File: src/rtl/imu_srf_pkg.sv
package imu_srf_pkg;

    // Record layout
    localparam logic [7:0] REC_TYPE_IMU    = 8'h01;
    localparam int         AXES_PER_SENSOR = 6;
    localparam int         SLICE_SENSORS   = 6;   // sensors whose slice starts below bit 32
    localparam logic [3:0] FIXED_BYTES     = 4'd12; // type, length, index, timestamp
    localparam logic [3:0] LEN_LO_POS      = 4'd1;
    localparam logic [3:0] LEN_HI_POS      = 4'd2;
    localparam logic [3:0] INDEX_POS       = 4'd3;
    localparam logic [3:0] TS_FIRST_POS    = 4'd4;
    localparam logic [3:0] TS_LAST_POS     = 4'd11;
    localparam logic [4:0] BASE_PAYLOAD    = 5'd9;

    // Register map (word index taken from paddr[2])
    localparam logic REG_CHANNEL_MASK = 1'b0;

    // Input word as packed on s_axis_tdata
    typedef struct packed {
        logic [5:0][15:0] axis;
        logic [7:0][7:0]  ts;
        logic [7:0]       sensor_index;
    } sample_t;

    // Classified sample handed from front to back
    typedef struct packed {
        sample_t    sample;
        logic [5:0] axis_bits;
        logic [4:0] body_len;
    } rec_desc_t;

endpackage

File: src/rtl/imu_sample_record_framer.sv
// IMU sample record framer. Each sample word on s_axis becomes one record on
// m_axis, one byte per word, tlast on the final byte: type 0x01, 16-bit
// little-endian payload length, sensor index, 8 timestamp bytes, then each
// axis enabled by the sensor's slice of channel_mask as 2 bytes.
// Records are 12 to 24 bytes, serialized by the byte serializer in the back
// end. Samples are classified on entry and wait in a FIFO_DEPTH-deep queue,
// so a new sample is taken while the previous record still streams, and the
// next record follows its predecessor with no gap. A sample accepted into an
// idle block passes through the queue, the back end's descriptor register and
// the output register before its first byte appears. Write channel_mask only
// while no record is pending.
module imu_sample_record_framer
#(
    parameter int FIFO_DEPTH = 2
)
(
    input  logic         clk,
    input  logic         rst_n,
    // APB configuration port
    input  logic         psel,
    input  logic         penable,
    input  logic         pwrite,
    input  logic [2:0]   paddr,
    input  logic [31:0]  pwdata,
    output logic [31:0]  prdata,
    output logic         pready,
    // Sample input
    input  logic         s_axis_tvalid,
    output logic         s_axis_tready,
    input  logic [167:0] s_axis_tdata,  // sensor_index, sample_time, axis_0 .. axis_5
    // Record output
    output logic         m_axis_tvalid,
    input  logic         m_axis_tready,
    output logic [7:0]   m_axis_tdata,  // record_byte
    output logic         m_axis_tlast   // last_byte
);
    import imu_srf_pkg::*;

    logic [31:0] channel_mask_reg;
    rec_desc_t   front_desc;
    rec_desc_t   queue_desc;
    logic        queue_valid;
    logic        queue_pop;
    logic        cfg_write;

    // Configuration register
    assign pready    = 1'b1;
    assign cfg_write = psel && penable && pwrite && pready && (paddr[2] == REG_CHANNEL_MASK);
    assign prdata    = (paddr[2] == REG_CHANNEL_MASK) ? channel_mask_reg : 32'd0;

    always_ff @(posedge clk or negedge rst_n)
    begin
        if (!rst_n)
        begin
            channel_mask_reg <= 32'd0;
        end
        else if (cfg_write)
        begin
            channel_mask_reg <= pwdata;
        end
    end

    // Front end: classify the sample
    imu_srf_front u_front
    (
        .sample       (sample_t'(s_axis_tdata)),
        .channel_mask (channel_mask_reg),
        .desc         (front_desc)
    );

    // Queue between front and back
    imu_srf_fifo #(.DEPTH(FIFO_DEPTH)) u_fifo
    (
        .clk       (clk),
        .rst_n     (rst_n),
        .in_valid  (s_axis_tvalid),
        .in_ready  (s_axis_tready),
        .in_desc   (front_desc),
        .out_valid (queue_valid),
        .out_pop   (queue_pop),
        .out_desc  (queue_desc)
    );

    // Back end: serialize the record
    imu_srf_back u_back
    (
        .clk       (clk),
        .rst_n     (rst_n),
        .in_valid  (queue_valid),
        .in_pop    (queue_pop),
        .in_desc   (queue_desc),
        .out_valid (m_axis_tvalid),
        .out_ready (m_axis_tready),
        .out_byte  (m_axis_tdata),
        .out_last  (m_axis_tlast)
    );

endmodule

File: src/rtl/imu_srf_front.sv
module imu_srf_front
(
    input  imu_srf_pkg::sample_t   sample,
    input  logic [31:0]            channel_mask,
    output imu_srf_pkg::rec_desc_t desc
);
    import imu_srf_pkg::*;

    logic [5:0] slice;
    logic [2:0] axis_cnt;

    // Pick the six-bit slice of the mask for this sensor
    always_comb
    begin
        slice = 6'd0;
        if (sample.sensor_index[7:3] == 5'd0)
        begin
            case (sample.sensor_index[2:0])
                3'd0:    slice = channel_mask[5:0];
                3'd1:    slice = channel_mask[11:6];
                3'd2:    slice = channel_mask[17:12];
                3'd3:    slice = channel_mask[23:18];
                3'd4:    slice = channel_mask[29:24];
                3'd5:    slice = {4'd0, channel_mask[31:30]};
                default: slice = 6'd0;
            endcase
        end
    end

    // Count enabled axes for the payload length
    always_comb
    begin
        axis_cnt = 3'd0;
        for (int i = 0; i < AXES_PER_SENSOR; i++)
        begin
            axis_cnt = axis_cnt + {2'd0, slice[i]};
        end
    end

    always_comb
    begin
        desc.sample    = sample;
        desc.axis_bits = slice;
        desc.body_len  = BASE_PAYLOAD + {1'b0, axis_cnt, 1'b0};
    end

endmodule

File: src/rtl/imu_srf_fifo.sv
module imu_srf_fifo
#(
    parameter int DEPTH = 2
)
(
    input  logic                   clk,
    input  logic                   rst_n,
    input  logic                   in_valid,
    output logic                   in_ready,
    input  imu_srf_pkg::rec_desc_t in_desc,
    output logic                   out_valid,
    input  logic                   out_pop,
    output imu_srf_pkg::rec_desc_t out_desc
);
    import imu_srf_pkg::*;

    localparam int PTR_W = (DEPTH > 1) ? $clog2(DEPTH) : 1;
    localparam int CNT_W = $clog2(DEPTH + 1);

    rec_desc_t        mem_reg [DEPTH];
    logic [PTR_W-1:0] wr_ptr_reg, wr_ptr_next;
    logic [PTR_W-1:0] rd_ptr_reg, rd_ptr_next;
    logic [CNT_W-1:0] count_reg, count_next;
    logic             push;
    logic             pop;

    assign in_ready  = (count_reg != CNT_W'(DEPTH));
    assign out_valid = (count_reg != '0);
    assign push      = in_valid && in_ready;
    assign pop       = out_pop && out_valid;
    assign out_desc  = mem_reg[rd_ptr_reg];

    // Pointer and fill count update
    always_comb
    begin
        wr_ptr_next = wr_ptr_reg;
        rd_ptr_next = rd_ptr_reg;
        count_next  = count_reg;
        if (push)
        begin
            wr_ptr_next = (wr_ptr_reg == PTR_W'(DEPTH - 1)) ? '0 : wr_ptr_reg + 1'b1;
        end
        if (pop)
        begin
            rd_ptr_next = (rd_ptr_reg == PTR_W'(DEPTH - 1)) ? '0 : rd_ptr_reg + 1'b1;
        end
        if (push && !pop)
        begin
            count_next = count_reg + 1'b1;
        end
        else if (pop && !push)
        begin
            count_next = count_reg - 1'b1;
        end
    end

    always_ff @(posedge clk or negedge rst_n)
    begin
        if (!rst_n)
        begin
            wr_ptr_reg <= '0;
            rd_ptr_reg <= '0;
            count_reg  <= '0;
        end
        else
        begin
            wr_ptr_reg <= wr_ptr_next;
            rd_ptr_reg <= rd_ptr_next;
            count_reg  <= count_next;
        end
    end

    // Storage
    always_ff @(posedge clk)
    begin
        if (push)
        begin
            mem_reg[wr_ptr_reg] <= in_desc;
        end
    end

`ifndef SYNTHESIS
    a_count_bound: assert property (@(posedge clk) disable iff (!rst_n)
        count_reg <= CNT_W'(DEPTH))
        else $error("fifo count over depth");

    a_ptr_match: assert property (@(posedge clk) disable iff (!rst_n)
        (count_reg == '0 || count_reg == CNT_W'(DEPTH)) |-> (wr_ptr_reg == rd_ptr_reg))
        else $error("fifo pointers disagree with count");

    a_count_track: assert property (@(posedge clk) disable iff (!rst_n)
        (push && !pop) |=> (count_reg == $past(count_reg) + 1'b1))
        else $error("fifo count missed a push");
`endif

endmodule

File: src/rtl/imu_srf_back.sv
module imu_srf_back
(
    input  logic                   clk,
    input  logic                   rst_n,
    input  logic                   in_valid,
    output logic                   in_pop,
    input  imu_srf_pkg::rec_desc_t in_desc,
    output logic                   out_valid,
    input  logic                   out_ready,
    output logic [7:0]             out_byte,
    output logic                   out_last
);
    import imu_srf_pkg::*;

    rec_desc_t  desc_reg, desc_next;
    logic       act_reg, act_next;
    logic [3:0] pos_reg, pos_next;
    logic [5:0] rem_reg, rem_next;
    logic       half_reg, half_next;
    logic       oval_reg, oval_next;
    logic [7:0] obyte_reg, obyte_next;
    logic       olast_reg, olast_next;

    logic       adv;
    logic       emit;
    logic       axis_phase;
    logic [2:0] sel_k;
    logic [5:0] rem_clr;
    logic [2:0] ts_idx;
    logic [15:0] cur_axis;
    logic [7:0] cur_byte;
    logic       is_last;

    assign adv        = !oval_reg || out_ready;
    assign emit       = act_reg && adv;
    assign axis_phase = (pos_reg == FIXED_BYTES);
    assign in_pop     = in_valid && (!act_reg || (emit && is_last));
    assign ts_idx     = 3'(pos_reg - TS_FIRST_POS);

    // Lowest remaining enabled axis
    always_comb
    begin
        sel_k = 3'd0;
        for (int i = AXES_PER_SENSOR - 1; i >= 0; i--)
        begin
            if (rem_reg[i])
            begin
                sel_k = 3'(i);
            end
        end
    end

    assign rem_clr  = rem_reg & ~(6'd1 << sel_k);
    assign cur_axis = desc_reg.sample.axis[sel_k];

    // Byte select and end-of-record detect
    always_comb
    begin
        if (axis_phase)
        begin
            cur_byte = half_reg ? cur_axis[15:8] : cur_axis[7:0];
            is_last  = half_reg && (rem_clr == 6'd0);
        end
        else
        begin
            case (pos_reg)
                4'd0:       cur_byte = REC_TYPE_IMU;
                LEN_LO_POS: cur_byte = {3'd0, desc_reg.body_len};
                LEN_HI_POS: cur_byte = 8'h00;
                INDEX_POS:  cur_byte = desc_reg.sample.sensor_index;
                default:    cur_byte = desc_reg.sample.ts[ts_idx];
            endcase
            is_last = (pos_reg == TS_LAST_POS) && (rem_reg == 6'd0);
        end
    end

    // Serializer sequencing
    always_comb
    begin
        desc_next  = desc_reg;
        act_next   = act_reg;
        pos_next   = pos_reg;
        rem_next   = rem_reg;
        half_next  = half_reg;
        oval_next  = oval_reg;
        obyte_next = obyte_reg;
        olast_next = olast_reg;

        if (emit)
        begin
            if (axis_phase)
            begin
                half_next = !half_reg;
                if (half_reg)
                begin
                    rem_next = rem_clr;
                end
            end
            else
            begin
                pos_next = pos_reg + 1'b1;
            end
        end

        if (in_pop)
        begin
            desc_next = in_desc;
            act_next  = 1'b1;
            pos_next  = 4'd0;
            rem_next  = in_desc.axis_bits;
            half_next = 1'b0;
        end
        else if (emit && is_last)
        begin
            act_next = 1'b0;
        end

        // Output register
        if (adv)
        begin
            oval_next  = emit;
            obyte_next = cur_byte;
            olast_next = is_last;
        end
    end

    always_ff @(posedge clk or negedge rst_n)
    begin
        if (!rst_n)
        begin
            act_reg  <= 1'b0;
            pos_reg  <= 4'd0;
            rem_reg  <= 6'd0;
            half_reg <= 1'b0;
            oval_reg <= 1'b0;
        end
        else
        begin
            act_reg  <= act_next;
            pos_reg  <= pos_next;
            rem_reg  <= rem_next;
            half_reg <= half_next;
            oval_reg <= oval_next;
        end
    end

    always_ff @(posedge clk)
    begin
        desc_reg  <= desc_next;
        obyte_reg <= obyte_next;
        olast_reg <= olast_next;
    end

    assign out_valid = oval_reg;
    assign out_byte  = obyte_reg;
    assign out_last  = olast_reg;

`ifndef SYNTHESIS
    a_axis_pending: assert property (@(posedge clk) disable iff (!rst_n)
        (act_reg && axis_phase) |-> (rem_reg != 6'd0))
        else $error("axis phase with no axis left");

    a_pos_bound: assert property (@(posedge clk) disable iff (!rst_n)
        pos_reg <= FIXED_BYTES)
        else $error("byte position out of range");

    a_half_in_axis: assert property (@(posedge clk) disable iff (!rst_n)
        half_reg |-> axis_phase)
        else $error("high axis byte outside axis phase");
`endif

endmodule

File: config.mk
export PLATFORM = sky130hd
export DESIGN_NAME = imu_sample_record_framer
export DESIGN_NICKNAME = d
export VERILOG_FILES = /design/src/rtl/imu_srf_pkg.sv /design/src/rtl/imu_sample_record_framer.sv /design/src/rtl/imu_srf_front.sv /design/src/rtl/imu_srf_fifo.sv /design/src/rtl/imu_srf_back.sv
export SDC_FILE = /design/constraint.sdc
export NUM_CORES = 1
export LEC_CHECK = 0
export BUFFER_PORTS_ARGS = -buffer_cell sky130_fd_sc_hd__buf_2
export CAP_MARGIN = 40
export CORE_MARGIN = 3
export CORE_UTILIZATION = 50
export CTS_CLUSTER_SIZE = 8
export DETAILED_ROUTE_END_ITERATION = 10
export GPL_TIMING_DRIVEN = 0
export HOLD_SLACK_MARGIN = 0.06
export MAX_ROUTING_LAYER = met4
export PLACE_DENSITY = 0.67
export SKIP_CTS_REPAIR_TIMING = 1
export SYNTH_ARGS = -nofsm -noshare
export SYNTH_HDL_FRONTEND = slang
export SYNTH_HIERARCHICAL = 1
export SYNTH_SLANG_ARGS = --single-unit
export TNS_END_PERCENT = 100
File: constraint.sdc
create_clock -name clk -period 10.5 [get_ports clk]
set_input_delay 2.625 -clock clk [delete_from_list [all_inputs] [get_ports clk]]
set_output_delay 2.625 -clock clk [all_outputs]
set_load 0.005 [all_outputs]
==> impl_metrics.toml <==
[layout]
fillCellCount = 3623
nNetsFinal = 1780
instances_no_fill = 2247
largest_reg_flops = 358
drive_above_1_share_pct = 40.9
area_growth_pct = 15.7

[clock_network]
clk_latency_ps = 610
clock_path_buffers = 3
cts_made_buffers = 83
clock_sinks = 589
tritoncts = "done"
htree_levels = 3
cts_root_buffer = "clkbuf_16"
path_clk_slew_ps = 50

[placed_design]
port-buffer-count = 90
place_inst = 2132
hpwl_mm = 33.5
gp_congestion = 0.896
post-place-ws_ps = 4400

[global_routing]
grt_overflow = 0
grt_start_max_net_pins = 103
grt_pass1_wl_mm = 76.1
grt_usage_pct = 19.9
antenna_found_initial = 1
grt_pass1_vias = 12692

[yosys]
synth_seq_area_share_pct = 70.8
synth_top_cells_by_area = "edfxtp_1 66%, mux2_4 8.0%, buf_4 5.3%"
async_flop_share_pct = 8.32
avgSynthCellArea_um2 = 18.0
netlist_instances = 1372
synth_area_um2 = 24600
synth_cell_types = 66
synth_nets = 1591
ys_seq_elements = 589
synth_edf_count = 540
ys.flop_type = "edfxtp_1"
yosysTopAreaCell = "edfxtp_1"
yosys_warnings = 6
yosysTopAreaCellShare_pct = 65.8

[pwr]
leakage_uw = 0.0106
vdd_drop_max_mv = 0.119
power_uw = 7650
power_density_nw_per_um2 = 268

[worst_setup_path]
cpMaxStageDelayCell = "clkbuf_1"
cp_common_cell = "buf_2"
worst-setup-path-type = "in2out"
startpoint_type = "primary input"
crit_arrival_ps = 3470
r2r_setup_slack_ps = 6390
reg2reg_to = "u_fifo/count_reg[1]"
regToRegStartpoint = "u_back/pos_reg[1]"
crit_fanout = 10
cpPeakStageDelay_ps = 410
end_kind = "primary output"
rr_worst_depth = 15
worstPathRequired_ps = 7880
crit_chain = "buf_2 > clkbuf_1 > nor2b_1 > buf_2"

[detailed_routing]
drt-pass1-iter-count = 5
num_vias = 12085
wl_per_cell_um = 22.4
drc = 0
via_per_inst = 5.38
totalWireLength_mm = 50.3
drt-initial-drc-count = 1085
drt.antenna.violating_nets = 0

[sta]
finalSetupViolations = 0
fin_ws_ps = 4410
hold_viol = 0
slew_viol_final = 0
slew_headroom_pct = 46.0
rsz0062_at_grt = "no"
finClkSkew_ps = 19.6
tightest_slew_ps = 809
post-route-period-util_pct = 58.0
max_freq_ghz = 0.164
final.min_clock_period_ps = 6090
finalSetupTns_ps = 0

[die]
ioPinCount = 254
fp.dieH_um = 228
rows = 80
core_um2 = 48200
die_w_um = 228
start_util_pct = 51.1
dieArea_um2 = 52000

[outcome]
status = "finished, final reports clean"

[hold_path]
hold_start = "u_fifo/count_reg[1]"
min_to = "u_fifo/count_reg[1]"
worstHoldPathType = "reg2reg"
min_path_cells = 1

[job]
cap_violations = 0
-- worst max path at each step --
stage | start | to
finish | paddr[2] | prdata[9]
global route | paddr[2] | prdata[5]
CTS | paddr[2] | prdata[9]
detailed placement | paddr[2] | prdata[9]
global placement | s_axis_tvalid | u_fifo/mem_reg[0][76]
floorplan | s_axis_tvalid | u_fifo/mem_reg[0][0]
-- routing by layer --
layer	part of all wire, %	track usage (%)
met1	42	25.4
met2	49	31.8
met3	6.2	3.84
met4	2.8	7.64
met5	0	-
-- worst max-delay path, delay by kind of cell --
family | cells | cell delay [ps]
buf+inv | 3 | 700
simple gates | 1 | 130
-- logic make-up (layout without fill, tap and decap cells) --
logic type	Yosys count	after routing	share of synthesized area, %
mux	253	253	14.4
simple gates	141	141	3.45
buf+inv	247	465	7.03
compound gates	126	126	3.64
flops	589	589	70.8
other cells	2	3	0.0305
fa+ha+maj	9	9	0.548
xor+xnor	5	5	0.178
-- synthesized netlist by cell type, types with 3 or more instances --
cell,instances
nand3_1,6
mux4_2,18
a22oi_1,5
clkbuf_1,18
buf_6,18
a221o_1,12
mux2_4,132
xnor2_1,3
ha_1,6
dfrtp_1,49
or2_2,3
buf_2,16
nand2b_1,3
fa_1,3
nor2b_1,36
a221oi_1,20
o21ai_0,10
nand3b_1,18
nor2_1,9
mux2_2,84
or3_1,3
mux2i_1,18
o22a_1,6
nand4_1,5
o21ai_1,9
nand2_1,38
buf_4,173
o22ai_1,8
a31oi_1,6
a21oi_1,29
edfxtp_1,540
inv_1,18
-- stage by stage --
step	hold WS [ps]	util (%)	cell area (µm²)
after floorplan	456	-	24700
after global placement	470	53.7	25900
after detailed placement	477	54.4	26300
after CTS	489	59.1	28500
after global routing	517	59.1	28500
final	486	59.1	28500
-- cell usage in the layout, fill, tap and decap left out, types with 7 or more instances in the layout --
cell type,n
a21oi_1,29
a221o_1,12
a221oi_1,20
buf_12,7
buf_2,106
buf_4,173
buf_6,19
clkbuf_1,42
clkbuf_16,84
dfrtp_1,49
edfxtp_1,540
inv_1,18
mux2_2,84
mux2_4,132
mux2i_1,18
mux4_2,18
nand2_1,38
nand3b_1,18
nor2_1,8
nor2b_1,36
o21ai_0,10
o21ai_1,9
o22ai_1,8
-- layout make-up --
class                      instances  area [µm²]  area share (%)
sequential                       589       17400            61.2
multi-input combinational        536        5490            19.2
clock buffer                     108        2190            7.69
buffer                           227        1660            5.81
tap                              656         821            2.88
timing repair buffer             104         767            2.69
inverter                          20        82.6           0.290
clock inverter                     6        60.1           0.211
antenna                            1        2.50         0.00878
-- power by group --
| group | switching (µW) | internal (µW) |
|---|---|---|
| combinational | 1080 | 937 |
| sequential | 139 | 3150 |
| clock | 914 | 1440 |
No activity file was read; power rests on OpenSTA's default activity.
